`src/sv/pswm_pkg.sv`:
```
package pswm_pkg;

  // field and datapath widths
  localparam int DATA_W    = 16;
  localparam int ERR_W     = 17;
  localparam int GAIN_W    = 16;
  localparam int CFG_IDX_W = 3;

  // shared multiplier operand and product widths
  localparam int MUL_A_W = 32;
  localparam int MUL_B_W = 17;
  localparam int PROD_W  = MUL_A_W + MUL_B_W;

  // magnitude of speed times curvature, below 2^31
  localparam int QUO_W = 31;

  // configuration register indexes
  typedef enum logic [CFG_IDX_W-1:0] {
    REG_GAIN_P      = 3'd0,
    REG_GAIN_I      = 3'd1,
    REG_GAIN_D      = 3'd2,
    REG_BASE_SPEED  = 3'd3,
    REG_MAX_CURV    = 3'd4,
    REG_MAX_WHEEL   = 3'd5,
    REG_TRACK_WIDTH = 3'd6
  } cfg_reg_t;

endpackage

```
`src/sv/pid_steering_wheel_mixer_top.sv`:
```
// the sequencer takes one request at a time: in_stall stays high until the result
// is written to the output register, which waits while the output is stalled;
// steps in order: three pid products and their sums, accumulate, clamp,
// speed times curvature, sign split, two reciprocal passes for CURV_SCALE,
// the track width product, halving and the wheel mix
// reset (rst, synchronous, active high) clears the error history and the
// curvature accumulator and loads the register defaults
module pid_steering_wheel_mixer_top #(
  parameter int CURV_SCALE = 10000
) (
  input  logic                                 clk,
  input  logic                                 rst,
  input  logic                                 cfg_write,
  input  logic [pswm_pkg::CFG_IDX_W-1:0]       cfg_index,
  input  logic [pswm_pkg::DATA_W-1:0]          cfg_data,
  input  logic                                 in_valid,
  output logic                                 in_stall,
  input  logic signed [pswm_pkg::DATA_W-1:0]   deviation,
  output logic                                 out_valid,
  input  logic                                 out_stall,
  output logic signed [15:0]                   left_target,
  output logic signed [15:0]                   right_target,
  output logic signed [pswm_pkg::ERR_W-1:0]    error_out,
  output logic signed [15:0]                   curvature_out
);
  import pswm_pkg::*;

  localparam int D1_W   = ERR_W + 1;
  localparam int D2_W   = ERR_W + 2;
  localparam int S_W    = 38;
  localparam int SPD_W  = 17;
  localparam int HP_W   = 42;
  localparam int HALF_W = HP_W - 1;
  localparam int MIX_W  = HALF_W + 2;

  typedef enum logic [3:0] {
    S_IDLE, S_MUL_P, S_MUL_I, S_MUL_D, S_PID_SUM, S_ACC, S_CLAMP,
    S_MUL_R, S_DIV_GO, S_DIV_LO, S_DIV_HI, S_DIV_SUM, S_MUL_H, S_HALF, S_MIX
  } state_t;

  function automatic logic signed [15:0] clamp_sym(
    input logic signed [MIX_W-1:0] v,
    input logic        [14:0]      lim
  );
    logic signed [MIX_W-1:0] l;
    logic signed [MIX_W-1:0] nl;
    l  = $signed(MIX_W'(lim));
    nl = -l;
    if (v > l) begin
      return l[15:0];
    end else if (v < nl) begin
      return nl[15:0];
    end
    return v[15:0];
  endfunction

  state_t state;

  // configuration registers
  logic signed [GAIN_W-1:0] gain_p, gain_i, gain_d;
  logic signed [DATA_W-1:0] base_speed;
  logic [14:0]              max_curv, max_wheel;
  logic [9:0]               track_width;

  // loop state
  logic signed [ERR_W-1:0]  last_error, prev_error;
  logic signed [15:0]       curvature_acc;

  // per-request working registers
  logic signed [ERR_W-1:0]  err;
  logic signed [D1_W-1:0]   d1;
  logic signed [D2_W-1:0]   d2;
  logic signed [S_W-1:0]    s;
  logic signed [15:0]       acc;
  logic signed [SPD_W-1:0]  speed;
  logic signed [15:0]       curv;
  logic                     rate_neg;
  logic [QUO_W-1:0]         div_n;
  logic signed [MUL_A_W-1:0] rate;
  logic signed [HALF_W-1:0] half;

  // datapath wires
  logic signed [ERR_W-1:0]   e_in;
  logic signed [D1_W-1:0]    d1_in;
  logic signed [D2_W-1:0]    d2_in;
  logic signed [MUL_A_W-1:0] op_a;
  logic signed [MUL_B_W-1:0] op_b;
  logic signed [PROD_W-1:0]  prod;
  logic signed [S_W-1:0]     prod_s;
  logic [15:0]               delta_lo;
  logic signed [SPD_W:0]     spd2;
  logic signed [SPD_W-1:0]   speed_v;
  logic [MUL_A_W-1:0]        prod_abs;
  logic                      lo_load;
  logic signed [MUL_B_W-1:0] recip_lo;
  logic signed [MUL_B_W-1:0] recip_hi;
  logic [QUO_W-1:0]          quot;
  logic signed [HP_W-1:0]    hp;
  logic signed [MIX_W-1:0]   left_v, right_v;
  logic                      accept;

  assign in_stall = (state != S_IDLE);
  assign accept   = in_valid && !in_stall;

  // error history terms for an incoming request
  always_comb begin
    e_in  = -$signed({deviation[DATA_W-1], deviation});
    d1_in = D1_W'(e_in) - D1_W'(last_error);
    d2_in = D2_W'(e_in) - (D2_W'(last_error) <<< 1) + D2_W'(prev_error);
  end

  // operand select for the shared multiplier
  always_comb begin
    op_a = '0;
    op_b = '0;
    case (state)
      S_MUL_P: begin
        op_a = MUL_A_W'(d1);
        op_b = MUL_B_W'(gain_p);
      end
      S_MUL_I: begin
        op_a = MUL_A_W'(err);
        op_b = MUL_B_W'(gain_i);
      end
      S_MUL_D: begin
        op_a = MUL_A_W'(d2);
        op_b = MUL_B_W'(gain_d);
      end
      S_MUL_R: begin
        op_a = MUL_A_W'(speed);
        op_b = MUL_B_W'(curv);
      end
      S_DIV_LO: begin
        op_a = MUL_A_W'(div_n);
        op_b = recip_lo;
      end
      S_DIV_HI: begin
        op_a = MUL_A_W'(div_n);
        op_b = recip_hi;
      end
      S_MUL_H: begin
        op_a = rate;
        op_b = $signed(MUL_B_W'(track_width));
      end
      default: begin
        op_a = '0;
        op_b = '0;
      end
    endcase
  end

  pswm_mul u_mul (
    .clk  (clk),
    .op_a (op_a),
    .op_b (op_b),
    .prod (prod)
  );

  // derived terms from registered values
  always_comb begin
    prod_s   = S_W'(prod);
    // pid sum divided by 2^16 toward zero, low 16 bits only
    delta_lo = s[31:16] + {15'b0, s[S_W-1] & (|s[15:0])};
    spd2     = ((SPD_W + 1)'(base_speed) <<< 1) - (SPD_W + 1)'(acc);
    speed_v  = spd2[SPD_W:1] + {{(SPD_W - 1){1'b0}}, spd2[SPD_W] & spd2[0]};
    prod_abs = prod[PROD_W-1] ? (-prod[MUL_A_W-1:0]) : prod[MUL_A_W-1:0];
    lo_load  = (state == S_DIV_HI);
    hp       = prod[HP_W-1:0];
    left_v   = MIX_W'(speed) - MIX_W'(half);
    right_v  = MIX_W'(speed) + MIX_W'(half);
  end

  pswm_div #(
    .CURV_SCALE (CURV_SCALE)
  ) u_div (
    .clk      (clk),
    .lo_load  (lo_load),
    .prod     (prod),
    .recip_lo (recip_lo),
    .recip_hi (recip_hi),
    .quotient (quot)
  );

  // configuration writes
  always_ff @(posedge clk) begin
    if (rst) begin
      gain_p      <= '0;
      gain_i      <= '0;
      gain_d      <= '0;
      base_speed  <= '0;
      max_curv    <= 15'd1000;
      max_wheel   <= 15'd1000;
      track_width <= 10'd20;
    end else if (cfg_write) begin
      case (cfg_reg_t'(cfg_index))
        REG_GAIN_P:      gain_p      <= $signed(cfg_data);
        REG_GAIN_I:      gain_i      <= $signed(cfg_data);
        REG_GAIN_D:      gain_d      <= $signed(cfg_data);
        REG_BASE_SPEED:  base_speed  <= $signed(cfg_data);
        REG_MAX_CURV:    max_curv    <= cfg_data[14:0];
        REG_MAX_WHEEL:   max_wheel   <= cfg_data[14:0];
        REG_TRACK_WIDTH: track_width <= cfg_data[9:0];
        default: ;
      endcase
    end
  end

  // sequencer, loop state and output register
  always_ff @(posedge clk) begin
    if (rst) begin
      state         <= S_IDLE;
      out_valid     <= 1'b0;
      last_error    <= '0;
      prev_error    <= '0;
      curvature_acc <= '0;
    end else begin
      if (out_valid && !out_stall && state != S_MIX) begin
        out_valid <= 1'b0;
      end
      case (state)
        S_IDLE: begin
          if (accept) begin
            err        <= e_in;
            d1         <= d1_in;
            d2         <= d2_in;
            prev_error <= last_error;
            last_error <= e_in;
            state      <= S_MUL_P;
          end
        end
        S_MUL_P: state <= S_MUL_I;
        S_MUL_I: begin
          s     <= prod_s;
          state <= S_MUL_D;
        end
        S_MUL_D: begin
          s     <= s + prod_s;
          state <= S_PID_SUM;
        end
        S_PID_SUM: begin
          s     <= s + prod_s;
          state <= S_ACC;
        end
        S_ACC: begin
          acc   <= $signed(curvature_acc + $signed(delta_lo));
          state <= S_CLAMP;
        end
        S_CLAMP: begin
          speed         <= speed_v;
          curv          <= clamp_sym(MIX_W'(acc), max_curv);
          curvature_acc <= clamp_sym(MIX_W'(acc), max_curv);
          state         <= S_MUL_R;
        end
        S_MUL_R: state <= S_DIV_GO;
        S_DIV_GO: begin
          rate_neg <= prod[PROD_W-1];
          div_n    <= prod_abs[QUO_W-1:0];
          state    <= S_DIV_LO;
        end
        S_DIV_LO: state <= S_DIV_HI;
        S_DIV_HI: state <= S_DIV_SUM;
        S_DIV_SUM: begin
          rate  <= rate_neg ? -$signed({1'b0, quot}) : $signed({1'b0, quot});
          state <= S_MUL_H;
        end
        S_MUL_H: state <= S_HALF;
        S_HALF: begin
          // halve toward zero
          half  <= hp[HP_W-1:1] + {{(HALF_W - 1){1'b0}}, hp[HP_W-1] & hp[0]};
          state <= S_MIX;
        end
        S_MIX: begin
          if (!out_valid || !out_stall) begin
            left_target   <= clamp_sym(left_v, max_wheel);
            right_target  <= clamp_sym(right_v, max_wheel);
            error_out     <= err;
            curvature_out <= curv;
            out_valid     <= 1'b1;
            state         <= S_IDLE;
          end
        end
        default: state <= S_IDLE;
      endcase
    end
  end

endmodule

```
`src/sv/pswm_mul.sv`:
```
module pswm_mul (
  input  logic                               clk,
  input  logic signed [pswm_pkg::MUL_A_W-1:0] op_a,
  input  logic signed [pswm_pkg::MUL_B_W-1:0] op_b,
  output logic signed [pswm_pkg::PROD_W-1:0]  prod
);
  import pswm_pkg::*;

  // signed multiply, product registered
  always_ff @(posedge clk) begin
    prod <= op_a * op_b;
  end

endmodule

```
`src/sv/pswm_div.sv`:
```
module pswm_div #(
  parameter int CURV_SCALE = 10000
) (
  input  logic                                clk,
  input  logic                                lo_load,
  input  logic signed [pswm_pkg::PROD_W-1:0]  prod,
  output logic signed [pswm_pkg::MUL_B_W-1:0] recip_lo,
  output logic signed [pswm_pkg::MUL_B_W-1:0] recip_hi,
  output logic        [pswm_pkg::QUO_W-1:0]   quotient
);
  import pswm_pkg::*;

  // reciprocal floor(2^(QUO_W+l) / d) + 1 with 2^l >= d, exact for
  // every dividend below 2^QUO_W
  localparam int          DIV_L    = $clog2(CURV_SCALE);
  localparam int          RSHIFT   = QUO_W + DIV_L;
  localparam logic [31:0] RECIP    =
    32'(((longint'(1) << RSHIFT) / longint'(CURV_SCALE)) + 1);
  localparam int          SUM_W    = QUO_W + MUL_B_W;
  localparam int          HI_SHIFT = RSHIFT - 16;

  logic [31:0]      lo_part;
  logic [SUM_W-1:0] sum;
  logic [SUM_W-1:0] quo_full;

  // reciprocal halves as non-negative multiplier operands
  assign recip_lo = $signed({1'b0, RECIP[15:0]});
  assign recip_hi = $signed({1'b0, RECIP[31:16]});

  // low half product, only bit 16 and up are kept
  always_ff @(posedge clk) begin
    if (lo_load) begin
      lo_part <= prod[SUM_W-1:16];
    end
  end

  // high half product plus the carried low part, then scale down
  always_comb begin
    sum      = prod[SUM_W-1:0] + SUM_W'(lo_part);
    quo_full = sum >> HI_SHIFT;
    quotient = quo_full[QUO_W-1:0];
  end

endmodule

```
`config.mk`:
```
export PLATFORM = sky130hd
export DESIGN_NAME = pid_steering_wheel_mixer_top
export DESIGN_NICKNAME = d
export VERILOG_FILES = /design/src/sv/pswm_pkg.sv /design/src/sv/pid_steering_wheel_mixer_top.sv /design/src/sv/pswm_mul.sv /design/src/sv/pswm_div.sv
export SDC_FILE = /design/constraint.sdc
export NUM_CORES = 2
export LEC_CHECK = 0
export BUFFER_PORTS_ARGS = -buffer_cell sky130_fd_sc_hd__buf_2
export CAP_MARGIN = 20
export CORE_AREA = 2 2 480 482
export CTS_BUF_LIST = sky130_fd_sc_hd__clkbuf_2
export CTS_CLUSTER_SIZE = 14
export DETAILED_ROUTE_END_ITERATION = 7
export DIE_AREA = 0 0 482 484
export GPL_TIMING_DRIVEN = 0
export PLACE_DENSITY = 0.4
export SYNTH_ARGS = -nofsm -noshare
export SYNTH_HDL_FRONTEND = slang
export SYNTH_SLANG_ARGS = --single-unit
```
`constraint.sdc`:
```
create_clock -name clk -period 21.5 [get_ports clk]
set_input_delay 1.075 -clock clk [delete_from_list [all_inputs] [get_ports clk]]
set_output_delay 1.075 -clock clk [all_outputs]
set_load 0.005 [all_outputs]
```
==> results_dict.tcl <==
set metrics [dict create \
    status "finished, final reports clean" \
    yosysMostFrequentCell "inv_1" \
    setup_violations 0 \
    max_slew_margin_pct 22.3 \
    dp_slack_ns 10.23 \
    synthTopCellsByCount "777 x inv_1, 745 x nand2_1, 570 x nor2_1, 545 x fa_1, 498 x ha_1" \
    grt_max_degree 30 \
    holdPathStages 2 \
    period_needed_ns 11.34 \
    p_clk_share_pct 33.4 \
    clk_latency_ns 1.59 \
    syn_avg_cell_area_um2 8.94 \
    cts_hold_buf 52 \
    slew_viol_final 0 \
    setup_slack_ns 10.16 \
    hold_class "primary input to register" \
    vias_per_cell 4.85 \
    numCtsBuffers 159 \
    tritoncts "done" \
    drcViolationCount 0 \
    n_fill_cell 24712 \
    antenna_left 0 \
    ys_seq_elements 551 \
    worst_slew_pin_slew_ns 1.17 \
    synth_edf_count 343 \
    clockBufferDepth 3 \
    slowest_delay_ns 0.70 \
    htree_levels 4 \
    drt_iter0_drc 3529 \
    grt_use_met1_pct 26.2 \
    dp_hpwl_um 180000 \
    grt.met2_usage_pct 29.8 \
    synth-async-reset-ratio_pct 0 \
    peakVddDrop_mv 0.0473 \
    grt_util_all_layers_pct 18.6 \
    busiest_layer "met2" \
    seq_area_frac_synth_pct 25.5 \
    crit_arrival_ns 12.74 \
    seqPwrFrac_pct 46.1 \
    gr-usage-met3_pct 2.76 \
    gp_congestion 0.908 \
    synth_cells 6339 \
    clk_pin_slew_ns 0.12 \
    synth_nets 7422 \
    synth_top_area_cell "fa_1" \
    finalNonFillerCells 9870 \
    final_util_pct 27.9 \
    wire_per_inst_um 22.1 \
    die_w_um 482 \
    switching_share_pct 35.4 \
    hold_viol_final 0 \
    yosysWarnings 0 \
    fp.dieArea_um2 233000 \
    slowest_stage "clkinv_1" \
    vias 47851 \
    synth_ff_type "edfxtp_1" \
    antenna_found_initial 15 \
    power_density_nw_per_um2 40.7 \
    rsz0062_at_grt "no" \
    overflow 0 \
    ys_types 93 \
    criticalPathCategory "register to register" \
    maxCapViolations 0 \
    switchingPower_w 0.000921 \
    crit_path_max_fanout 10 \
    io_buffers 106 \
    p_leak_nw 27.6 \
    netlist_area_um2 56600 \
    fin_skew_ns 0.187 \
    area_growth_pct 12.7 \
    cts.repair.resized 0 \
    power_w 0.00260 \
    comb_power_share_pct 20.5 \
    core_um2 229000 \
    synth_top_area_share_pct 19.3 \
    wl_um 219000 \
    start_util_pct 24.8 \
    grt_pass1_vias 48760 \
    synth_area_leaders "fa_1 19%, edfxtp_1 18%, ha_1 11%" \
    worstSetupStartpointType "register" \
    tns_ns 0 \
    drive_gt1_share_pct 7.87 \
    clock-root-buffer "clkbuf_2" \
    reg2reg_depth 33 \
    finalNetCount 7798 \
    grt_pass1_wl_um 324000 \
    dp_cells 9527 \
    cp_common_cell "fa_1" \
    timing.final.crit_share_pct 52.8 \
    worstSetupEndpointType "register" \
    row_count 176 \
    p_int_w 0.00168 \
    die_y_um 484 \
    cts_setup_buffers 0 \
    max_freq_mhz 88.2 \
    drtPass1Iterations 8 \
    crit_required_ns 22.90 \
    cts.sinks 551 \
    pin_count 107 \
]
cells by family (layout without fill, tap and decap cells):
group	count (synthesis)	after routing	synth area share, %
adder cells (fa/ha/maj)	1043	1043	30.3
XOR/XNOR	328	328	5.07
buffers and inverters	1060	1559	7.11
other	0	6	0
multiplexers	58	58	1.06
flip-flops	551	551	25.5
AO/OA/AOI/OAI	1317	1317	15.2
AND/OR/NAND/NOR	1982	1982	15.8
path summary, 6_finish.rpt:
kind                  endpoint  slack, ns           start
max             u_mul.prod[47]      10.16        state[3]
min                     err[0]       0.37    deviation[0]
max reg2reg     u_mul.prod[47]      10.16        state[3]
min reg2reg  u_div.lo_part[23]       0.44  u_mul.prod[39]
power groups by stage:
stage | clock [W] | combinational [W] | sequential [W]
finish | 0.000868 | 0.000534 | 0.00120
global route | 0.000961 | 0.000587 | 0.00120
CTS | 0.000912 | 0.000535 | 0.00120
detailed placement | 0 | 0.000523 | 0.00122
global placement | 0 | 0.000514 | 0.00122
floorplan | 0 | 0.000333 | 0.00120
layout by cell type (no fill, tap or decap), types with 24 or more instances in the layout:
cell type and instances:
dfxtp_1 208, o21a_1 58, inv_1 777, a21boi_0 28, ha_1 498, fa_1 545
o31ai_1 34, o211ai_1 27, nor2_1 567, a21oi_1 431, dlygate4sd3_1 52, nor2b_1 51
o21bai_1 43, a22oi_1 54, xor2_1 80, nand2_1 745, a21o_1 107, nor4_1 51
mux2i_1 41, xnor2_1 248, clkbuf_2 234, buf_2 129, clkbuf_1 233, a211oi_1 33
and3_1 57, nand3_1 116, nor3_1 122, o21ai_0 236, clkinv_1 33, a31oi_1 24
or3_1 39, nand2b_1 53, nand4_1 70, edfxtp_1 343, a221o_1 26
registers in the layout, summed over array words and instances (netlist names), 18 cells and up:
signal,count
u_div.lo_part,32
u_mul.prod,49
half,41
d1,18
d2,19
div_n,31
rate,32
s,38
layer usage:
metal  share of wire, %  wire length [um]
met4                2.4              5320
met3                5.5             12100
met2                 45             99000
met1                 47            102000
met5              0.025                54
stage by stage:
step           hold WS (ns)  area [um2]
2_1_floorplan         0.406       56600
4_1_cts              0.0891       63800
6_report              0.365       63800
5_1_grt               0.160       63800
3_3_place_gp          0.426       61000
3_5_place_dp          0.427       61800
final cells by class:
| type | instances | area, um2 | area share, % |
|---|---|---|---|
| tap | 3026 | 3790 | 5.93 |
| timing repair buffer | 215 | 1700 | 2.67 |
| sequential | 551 | 14500 | 22.7 |
| clock buffer | 233 | 1170 | 1.83 |
| clock inverter | 51 | 378 | 0.592 |
| buffer | 276 | 1090 | 1.71 |
| multi-input combinational | 4728 | 38300 | 60.0 |
| inverter | 784 | 2940 | 4.61 |
| antenna | 6 | 15.0 | 0.0235 |
critical path: cells and delay by family (launching register included):
kind            cells  cell delay, ns
simple gates        5            1.61
xor+xnor            1            0.13
fa+ha+maj           7            3.61
buf+inv             8            2.40
compound gates     12            3.09
flops               1            0.31
Power figures use the tool's default switching activity.
